--- src/rtl/bpma_pkg.sv ---
// shared constants and types for the blood pressure median and average filter
package bpma_pkg;

  localparam int DATA_W = 8;
  localparam int SUM_W  = 10;
  localparam int CFG_IDX_W = 2;

  // weighted sum 2 x diastolic + systolic
  localparam int WSUM_W = DATA_W + 2;

  // divide by three as multiply by 683 then shift right by 11, exact below 2048
  localparam int DIV3_SHIFT = 11;
  localparam logic [WSUM_W-1:0] DIV3_MUL = WSUM_W'(683);
  localparam int PROD_W = 2 * WSUM_W;

  localparam int AVG_SHIFT = 2;

  typedef logic [DATA_W-1:0] sample_t;
  typedef logic [1:0]        fill_t;
  typedef logic [1:0]        mcount_t;

  // last window slot and last median of a group of four
  localparam fill_t   FILL_LAST   = 2'd2;
  localparam mcount_t MEDIAN_LAST = 2'd3;

  localparam sample_t SYS_LOW_RST  = 8'd100;
  localparam sample_t SYS_HIGH_RST = 8'd140;
  localparam sample_t DIA_LOW_RST  = 8'd70;
  localparam sample_t DIA_HIGH_RST = 8'd100;

  typedef enum logic [CFG_IDX_W-1:0] {
    REG_SYS_LOW  = 2'd0,
    REG_SYS_HIGH = 2'd1,
    REG_DIA_LOW  = 2'd2,
    REG_DIA_HIGH = 2'd3
  } cfg_reg_e;

endpackage

--- src/rtl/bpma_chan.sv ---
// one pressure channel: range gate, median of three, average of four medians
module bpma_chan (
  input  logic              clk_i,
  input  logic              rst_ni,
  input  logic              push_i,
  input  bpma_pkg::sample_t sample_i,
  input  bpma_pkg::sample_t low_i,
  input  bpma_pkg::sample_t high_i,
  output bpma_pkg::sample_t average_o
);

  function automatic bpma_pkg::sample_t median3(input bpma_pkg::sample_t a,
                                                input bpma_pkg::sample_t b,
                                                input bpma_pkg::sample_t c);
    bpma_pkg::sample_t lo;
    bpma_pkg::sample_t hi;
    lo = (a < b) ? a : b;
    hi = (a < b) ? b : a;
    if (c <= lo) begin
      return lo;
    end else if (c >= hi) begin
      return hi;
    end else begin
      return c;
    end
  endfunction

  // third reading of a group goes straight into the median, so two slots suffice
  bpma_pkg::sample_t                 win_q [2];
  bpma_pkg::fill_t                   fill_q, fill_d;
  bpma_pkg::mcount_t                 cnt_q, cnt_d;
  logic [bpma_pkg::SUM_W-1:0]        sum_q, sum_d;
  bpma_pkg::sample_t                 avg_q, avg_d;

  logic                              take;
  bpma_pkg::sample_t                 med;
  logic [bpma_pkg::SUM_W-1:0]        sum_add;

  assign take    = push_i && (sample_i >= low_i) && (sample_i <= high_i);
  assign med     = median3(win_q[0], win_q[1], sample_i);
  assign sum_add = sum_q + bpma_pkg::SUM_W'(med);

  always_comb begin
    fill_d = fill_q;
    cnt_d  = cnt_q;
    sum_d  = sum_q;
    avg_d  = avg_q;
    if (take) begin
      if (fill_q == bpma_pkg::FILL_LAST) begin
        fill_d = '0;
        if (cnt_q == bpma_pkg::MEDIAN_LAST) begin
          avg_d = bpma_pkg::DATA_W'(sum_add >> bpma_pkg::AVG_SHIFT);
          sum_d = '0;
          cnt_d = '0;
        end else begin
          sum_d = sum_add;
          cnt_d = cnt_q + 2'd1;
        end
      end else begin
        fill_d = fill_q + 2'd1;
      end
    end
  end

  always_ff @(posedge clk_i or negedge rst_ni) begin
    if (!rst_ni) begin
      fill_q <= '0;
      cnt_q  <= '0;
      sum_q  <= '0;
      avg_q  <= '0;
    end else begin
      fill_q <= fill_d;
      cnt_q  <= cnt_d;
      sum_q  <= sum_d;
      avg_q  <= avg_d;
    end
  end

  always_ff @(posedge clk_i) begin
    if (take && (fill_q != bpma_pkg::FILL_LAST)) begin
      win_q[fill_q[0]] <= sample_i;
    end
  end

  assign average_o = avg_q;

endmodule

--- src/rtl/blood_pressure_median_average.sv ---
// top level of the blood pressure median and average filter
//
//  channel  | handshake                    | payload
//  ---------+------------------------------+------------------------------------------
//  in       | in_valid_i / in_stall_o      | systolic_in, diastolic_in, pulse_rate,
//           |                              | oxygen_saturation
//  out      | out_valid_o / out_stall_i    | mean_pressure, systolic_average,
//           |                              | diastolic_average
//  cfg      | cfg_we_i, cfg_idx_i          | cfg_data_i (range bounds)
//
// one item per cycle while the output is not stalled
// channel state updates on acceptance, then the result register takes the mean (one multiplier)
// reset loads the default range bounds and clears all channel counters and averages
// in_stall_o rises only when both the state stage and the result register are full
module blood_pressure_median_average (
  input  logic                               clk_i,
  input  logic                               rst_ni,
  input  logic                               in_valid_i,
  output logic                               in_stall_o,
  input  logic [bpma_pkg::DATA_W-1:0]        systolic_in_i,
  input  logic [bpma_pkg::DATA_W-1:0]        diastolic_in_i,
  input  logic [bpma_pkg::DATA_W-1:0]        pulse_rate_i,
  input  logic [bpma_pkg::DATA_W-1:0]        oxygen_saturation_i,
  output logic                               out_valid_o,
  input  logic                               out_stall_i,
  output logic [bpma_pkg::DATA_W-1:0]        mean_pressure_o,
  output logic [bpma_pkg::DATA_W-1:0]        systolic_average_o,
  output logic [bpma_pkg::DATA_W-1:0]        diastolic_average_o,
  input  logic                               cfg_we_i,
  input  logic [bpma_pkg::CFG_IDX_W-1:0]     cfg_idx_i,
  input  logic [bpma_pkg::DATA_W-1:0]        cfg_data_i
);

  bpma_pkg::sample_t sys_low_q, sys_high_q, dia_low_q, dia_high_q;

  logic              st_valid_q;
  logic              nosubj_q;
  logic              out_valid_q;
  bpma_pkg::sample_t mean_q, sys_avg_q, dia_avg_q;

  logic              in_take;
  logic              out_free;
  logic              st_free;
  bpma_pkg::sample_t sys_avg, dia_avg;

  logic [bpma_pkg::WSUM_W-1:0] wsum;
  logic [bpma_pkg::PROD_W-1:0] prod;
  bpma_pkg::sample_t           mean_d;

  assign out_free   = !out_valid_q || !out_stall_i;
  assign st_free    = !st_valid_q || out_free;
  assign in_stall_o = !st_free;
  assign in_take    = in_valid_i && st_free;

  always_ff @(posedge clk_i or negedge rst_ni) begin
    if (!rst_ni) begin
      sys_low_q  <= bpma_pkg::SYS_LOW_RST;
      sys_high_q <= bpma_pkg::SYS_HIGH_RST;
      dia_low_q  <= bpma_pkg::DIA_LOW_RST;
      dia_high_q <= bpma_pkg::DIA_HIGH_RST;
    end else if (cfg_we_i) begin
      case (bpma_pkg::cfg_reg_e'(cfg_idx_i))
        bpma_pkg::REG_SYS_LOW:  sys_low_q  <= cfg_data_i;
        bpma_pkg::REG_SYS_HIGH: sys_high_q <= cfg_data_i;
        bpma_pkg::REG_DIA_LOW:  dia_low_q  <= cfg_data_i;
        bpma_pkg::REG_DIA_HIGH: dia_high_q <= cfg_data_i;
        default: ;
      endcase
    end
  end

  // channel averages double as the payload of the state stage
  bpma_chan u_sys (
    .clk_i     (clk_i),
    .rst_ni    (rst_ni),
    .push_i    (in_take),
    .sample_i  (systolic_in_i),
    .low_i     (sys_low_q),
    .high_i    (sys_high_q),
    .average_o (sys_avg)
  );

  bpma_chan u_dia (
    .clk_i     (clk_i),
    .rst_ni    (rst_ni),
    .push_i    (in_take),
    .sample_i  (diastolic_in_i),
    .low_i     (dia_low_q),
    .high_i    (dia_high_q),
    .average_o (dia_avg)
  );

  always_ff @(posedge clk_i or negedge rst_ni) begin
    if (!rst_ni) begin
      st_valid_q <= 1'b0;
    end else if (st_free) begin
      st_valid_q <= in_valid_i;
    end
  end

  always_ff @(posedge clk_i) begin
    if (in_take) begin
      nosubj_q <= (pulse_rate_i == '0) && (oxygen_saturation_i == '0);
    end
  end

  assign wsum   = {1'b0, dia_avg, 1'b0} + bpma_pkg::WSUM_W'(sys_avg);
  assign prod   = bpma_pkg::PROD_W'(wsum) * bpma_pkg::PROD_W'(bpma_pkg::DIV3_MUL);
  assign mean_d = nosubj_q ? '0 : prod[bpma_pkg::DIV3_SHIFT +: bpma_pkg::DATA_W];

  always_ff @(posedge clk_i or negedge rst_ni) begin
    if (!rst_ni) begin
      out_valid_q <= 1'b0;
    end else if (out_free) begin
      out_valid_q <= st_valid_q;
    end
  end

  always_ff @(posedge clk_i) begin
    if (out_free && st_valid_q) begin
      mean_q    <= mean_d;
      sys_avg_q <= sys_avg;
      dia_avg_q <= dia_avg;
    end
  end

  assign out_valid_o         = out_valid_q;
  assign mean_pressure_o     = mean_q;
  assign systolic_average_o  = sys_avg_q;
  assign diastolic_average_o = dia_avg_q;

endmodule

--- config.mk ---
export PLATFORM = sky130hd
export DESIGN_NAME = blood_pressure_median_average
export DESIGN_NICKNAME = d
export VERILOG_FILES = /design/src/rtl/bpma_pkg.sv /design/src/rtl/bpma_chan.sv /design/src/rtl/blood_pressure_median_average.sv
export SDC_FILE = /design/constraint.sdc
export NUM_CORES = 1
export LEC_CHECK = 0
export ABC_AREA = 1
export BUFFER_PORTS_ARGS = -buffer_cell sky130_fd_sc_hd__clkbuf_2
export CORE_MARGIN = 2
export CORE_UTILIZATION = 65
export DETAILED_ROUTE_END_ITERATION = 16
export PLACE_DENSITY = 0.9
export SLEW_MARGIN = 20
export SYNTH_ARGS = -nofsm -noshare
export SYNTH_HDL_FRONTEND = slang
export SYNTH_SLANG_ARGS = --single-unit
--- constraint.sdc ---
create_clock -name clk_i -period 16.06 [get_ports clk_i]
set_clock_uncertainty 0.15 [all_clocks]
set_input_delay 4.015 -clock clk_i [delete_from_list [all_inputs] [get_ports clk_i]]
set_output_delay 4.015 -clock clk_i [all_outputs]
set_load 0.05 [all_outputs]
# [Word level (Yosys, flattened, before mapping)]
# Memory sizes are Yosys's and may differ from the RTL's.
# Index checks and enable logic that the tools add are counted.
[op_classes] addsub=7 mul=1 n_lt_le_gt_ge=10 eq_ne=9 mux=18 reduce_logical=26
[ops] operator="2-to-1 mux 8 bit" n=8
[ops] operator=">= comparator 8 bit" n=4
[ops] operator="<= comparator 8 bit" n=4
[ops] operator="adder 10 x 8 -> 10 bit" n=2
[ops] operator="2-to-1 mux 10 bit" n=2
[ops] operator="multiplier 10 x 10 -> 19 bit (second input constant)" n=1
[ops] operator="logical NOT 8 bit" n=2
[ops] operator="< comparator 8 bit" n=2
[ops] operator="equality test 2 bit (second input constant)" n=6
[ops] operator="AND reduction 2 bit" n=6
[ops] operator="adder 9 x 8 -> 10 bit" n=1
[ops] operator="logical AND 1 bit" n=9
[ops] operator="adder 2 x 1 -> 2 bit (second input constant)" n=4
[ops] operator="2-to-1 mux 2 bit" n=4
[ops] operator="AND reduction 3 bit" n=2
[ops] operator="logical NOT 1 bit" n=4
[ops] operator="2-to-1 mux 1 bit" n=4
[ops] operator="inequality test 2 bit (second input constant)" n=2
[ops] operator="equality test 2 x 1 -> 1 bit (second input constant)" n=1
[ops] operator="logical NOT 2 bit" n=1
[ops] operator="logical OR 1 bit" n=2
[word_totals] register_bits=103 mem_bits_rw=32 in_bits=47 output_inout_bits=26 word_cells=91 mem_count=2
[mem_list] name="u_dia.win_q" depth=2 width=8 rd=2 rd_clocked_by_memory_dff=0 write_ports=1 line="bpma_chan.sv:29" text="bpma_pkg::sample_t win_q [2];"
[mem_list] name="u_sys.win_q" depth=2 width=8 rd=2 rd_clocked_by_memory_dff=0 write_ports=1 line="bpma_chan.sv:29"

# [Longest topological paths before layout]
[logic_depth] ltp_word=9 depth_mapped=35

# [By module]
# A second synthesis with hierarchy kept.
[hier_totals] cells_unflattened=1430 area_unflattened_um2=11365.9
[modules_own_cells] module="blood_pressure_median_average" n_inst=1 cells_each=492 area_per_inst_um2=4451.8
[modules_own_cells] module="bpma_chan (u_dia)" n_inst=1 cells_each=469 area_per_inst_um2=3465.8
[modules_own_cells] module="bpma_chan (u_sys)" n_inst=1 cells_each=469 area_per_inst_um2=3448.3

# [Worst setup path after synthesis]
# No wires, ideal clock.
[synth_timing] path_kind="input -> output" from="input port out_stall_i" to="output port in_stall_o" t_arrival_ps=4796 required_time_ps=11895 path_slack_ps=7099 path_stages=2 cell_sequence="nand2_1 -> nor2_1"
[synth_between] elab_chain_cells=4
[synth_rtl] item="start: declaration" line="blood_pressure_median_average.sv:25" text="input logic out_stall_i,"
[synth_rtl] item="logical NOT 1 bit" line="blood_pressure_median_average.sv:50" text="assign out_free = !out_valid_q || !out_stall_i;"
[synth_rtl] item="logical OR 1 bit" line="blood_pressure_median_average.sv:50"
[synth_rtl] item="logical OR 1 bit" line="blood_pressure_median_average.sv:51" text="assign st_free = !st_valid_q || out_free;"
[synth_rtl] item="logical NOT 1 bit" line="blood_pressure_median_average.sv:52" text="assign in_stall_o = !st_free;"
[synth_rtl] item="end: declaration" line="blood_pressure_median_average.sv:19" text="output logic in_stall_o,"
# Every way passes these cells.

# [Worst setup path after layout]
# Same ends and word-level chain as after synthesis.

==> flow_summary_export.csv <==
group,metric,value,unit
status,outcome,"finished, final reports clean",
cts,cts_made_buffers,17,
cts,htree_levels,4,
hold_path,worstHoldStart,"st_valid_q$_DFFE_PN0N_",
grt,grt.overflow.total,0,
cts,clock_latency,0.43,ns
yosys,ys_seq_area_share,33.1,%
floorplanning,dieArea,18200,um^2
floorplanning,die_w,135,um
grt,antenna_found_initial,0,
cts,cts_tree,"done",
sta,final.setup.worst_slack,7.25,ns
drt,dr.pass1.iters,6,
sta,finalCriticalPeriod,8.81,ns
sta,setup_viol,0,
setup_path,reg2reg_slack,10.11,ns
sta,hold-worst-slack,0.330,ns
grt,grt.met1_usage,38.0,%
final_layout,mostFrequentLayoutCells,"nand2_1 (403), inv_1 (209), ha_1 (161)",
grt,grt_usage,30.5,%
grt,grtUsageMet3,4.69,%
setup_path,critPathLaunchType,"primary input",
final_layout,diodes,0,
setup_path,path_max_fanout,2,
placed_design,hpwl,19000,um
cts,cts_root_buf,"clkbuf_16",
placed_design,place.port_buffers,72,
sta,worst_slew_pin_slew,0.981,ns
drt,drc,0,
pwr,ir_worst_vdd,93.6,uV
hold_path,hold_path_class,"reg -> reg",
setup_path,crit_required,11.90,ns
run,drv_cap,0,
setup_path,r2r-start,"u_sys.average_o[1]$_DFFE_PN0P_",
yosys,synth_edf_count,57,
drt,drt_iter0_drc,1028,
hold_path,min_to,"out_valid_o$_DFFE_PN0P_",
yosys,postSynthCellCount,1387,
grt,grt_max_degree,79,
floorplanning,core,16600,um^2
setup_path,critical_path_class,"in -> out",
cts,cts_resized,0,
cts,postCtsHoldBufs,0,
final_layout,mostFrequentLayoutCell,"nand2_1",
yosys,ys_types,41,
floorplanning,io_pins,73,
cts,cts_setup_buffers,0,
hold_path,hold_path_depth,2,
sta,grt_setup_unrepaired,"no",
setup_path,rr_worst_depth,27,
final_layout,fin_nets,1692,
yosys,yosysWarnings,0,
drt,ant_nets,0,
yosys,yosys_register_bits,135,
drt,viasPerCell,5.83,
final_layout,fin_util,73.6,%
sta,hold_viol_final,0,
grt,grtUsageMet2,52.6,%
floorplanning,num_rows,47,
yosys,syn-cell-area,11100,um^2
cts,clock-sinks,135,
setup_path,cp.arrival,4.64,ns
grt,grt_pass1_wl,44200,um
yosys,ys.flop_type,"dfrtp_1",
placed_design,dp_slack,7.26,ns
sta,fmax,114,MHz
pwr,p_leak,6.70,nW
grt,top_usage_layer,"met2",
pwr,powerDensity,119,nW/um^2
sta,slew_violations,0,
drt,vias,9878,
yosys,ys_async_sr_fraction,57.8,%
grt,grt_pass1_vias,9646,
sta,relSlewSlack,34.6,%
yosys,avgSynthCellArea,8.01,um^2
setup_path,endpoint_kind,"output pin",
sta,final.period_utilization,54.8,%
sta,tns,0,ns
drt,routed_wirelength,26400,um
drt,avgRoutedWirePerCell,15.6,um
final_layout,layout-drive-gt1-share,10.3,%
placed_design,gp_congestion,0.905,
floorplanning,initial_core_util,66.8,%
final_layout,area_growth,10.2,%
yosys,synth.net_count,1619,
cts,cts_max_path_buffers,2,
floorplanning,die_y,135,um
cts,clkTransAtPathRegs,0.06,ns
setup_path,worstReg2RegEnd,"mean_pressure_o[4]$_SDFFCE_PP0P_",
[synthesized netlist by cell type, drive strengths merged, types with 3 or more instances]
| cell type | number | share of area [%] |
|---|---|---|
| and2 | 12 | 0.68 |
| nand3 | 90 | 4.4 |
| clkbuf | 6 | 0.20 |
| edfxtp | 57 | 15 |
| nand2 | 409 | 14 |
| nand4 | 23 | 1.4 |
| xor2 | 13 | 1.0 |
| o21bai | 13 | 0.88 |
| fa | 24 | 4.3 |
| nand3b | 14 | 0.95 |
| o21a | 12 | 0.81 |
| xnor2 | 3 | 0.24 |
| nor3 | 4 | 0.18 |
| nor4 | 5 | 0.28 |
| ha | 161 | 18 |
| dfrtp | 66 | 15 |
| o211ai | 9 | 0.61 |
| or2 | 9 | 0.51 |
| inv | 213 | 7.2 |
| buf | 13 | 1.1 |
| dfstp | 12 | 2.8 |
| a21oi | 68 | 3.3 |
| nor2 | 81 | 3.2 |
| o21ai | 65 | 3.0 |
[critical path, cell delays in order]
cell and delay [ns]:
clkbuf_2 0.10, nand2_1 0.06, nor2_1 0.16, clkbuf_2 0.31
[sequential cells by signal, summed over array words and instances, names as in the netlist, 2 cells and up]
name,flops
sys_low_q,8
u_dia.sum_q,10
u_dia.win_q,16
u_sys.sum_q,10
u_dia.fill_q,2
systolic_average_o,8
u_sys.cnt_q,2
u_dia.average_o,8
u_sys.win_q,16
mean_pressure_o,8
u_sys.average_o,8
dia_low_q,8
u_dia.cnt_q,2
sys_high_q,8
dia_high_q,8
diastolic_average_o,8
u_sys.fill_q,2
[report_power, final]
part | internal, mW | switching, mW | total [mW]
clock | 0.259 | 0.167 | 0.426
combinational | 0.200 | 0.372 | 0.573
sequential | 0.419 | 0.0363 | 0.456
total | 0.878 | 0.576 | 1.45
[per-layer routing]
| metal | vias to the layer above | part of all wire, % |
|---|---|---|
| li1 | 4705 | - |
| met4 | 0 | 3.6 |
| met1 | 4602 | 40 |
| met2 | 462 | 50 |
| met5 | - | 0 |
| met3 | 109 | 6.3 |
[logic make-up (layout without fill, tap and decap cells)]
group	count (synthesis)	after routing	share of synthesized area (%)
buffers and inverters	232	318	8.55
flip-flops	135	135	33.1
AND/OR/NAND/NOR	647	647	25.7
adder cells (fa/ha/maj)	185	185	22.4
AO/OA/AOI/OAI	172	172	8.92
XOR/XNOR	16	16	1.26
[stage by stage]
step	power, mW	cells	cell area, um^2
2_1_floorplan	0.885	1387	11100
3_3_place_gp	0.981	1661	11600
3_5_place_dp	1.01	1661	11600
4_1_cts	1.45	1693	12200
5_1_grt	1.55	1693	12200
6_report	1.45	1693	12200
[layout make-up]
cell class / instances / area [um^2]
timing repair buffer: 73 / 370
multi-input combinational: 1020 / 6490
inverter: 213 / 800
fill: 1142 / 4390
clock buffer: 19 / 454
tap: 220 / 275
sequential: 135 / 3680
clock inverter: 13 / 181
[worst max-delay path by stage]
| stage | to | startpoint | cells past startpoint | slack, ns |
|---|---|---|---|---|
| after floorplan | in_stall_o | out_stall_i | 2 | 7.10 |
| after global placement | in_stall_o | out_stall_i | 4 | 7.26 |
| after detailed placement | in_stall_o | out_stall_i | 4 | 7.26 |
| after CTS | in_stall_o | out_stall_i | 4 | 7.25 |
| after global routing | in_stall_o | out_stall_i | 4 | 7.19 |
| final | in_stall_o | out_stall_i | 4 | 7.25 |
(Power assumes the default switching activity.)
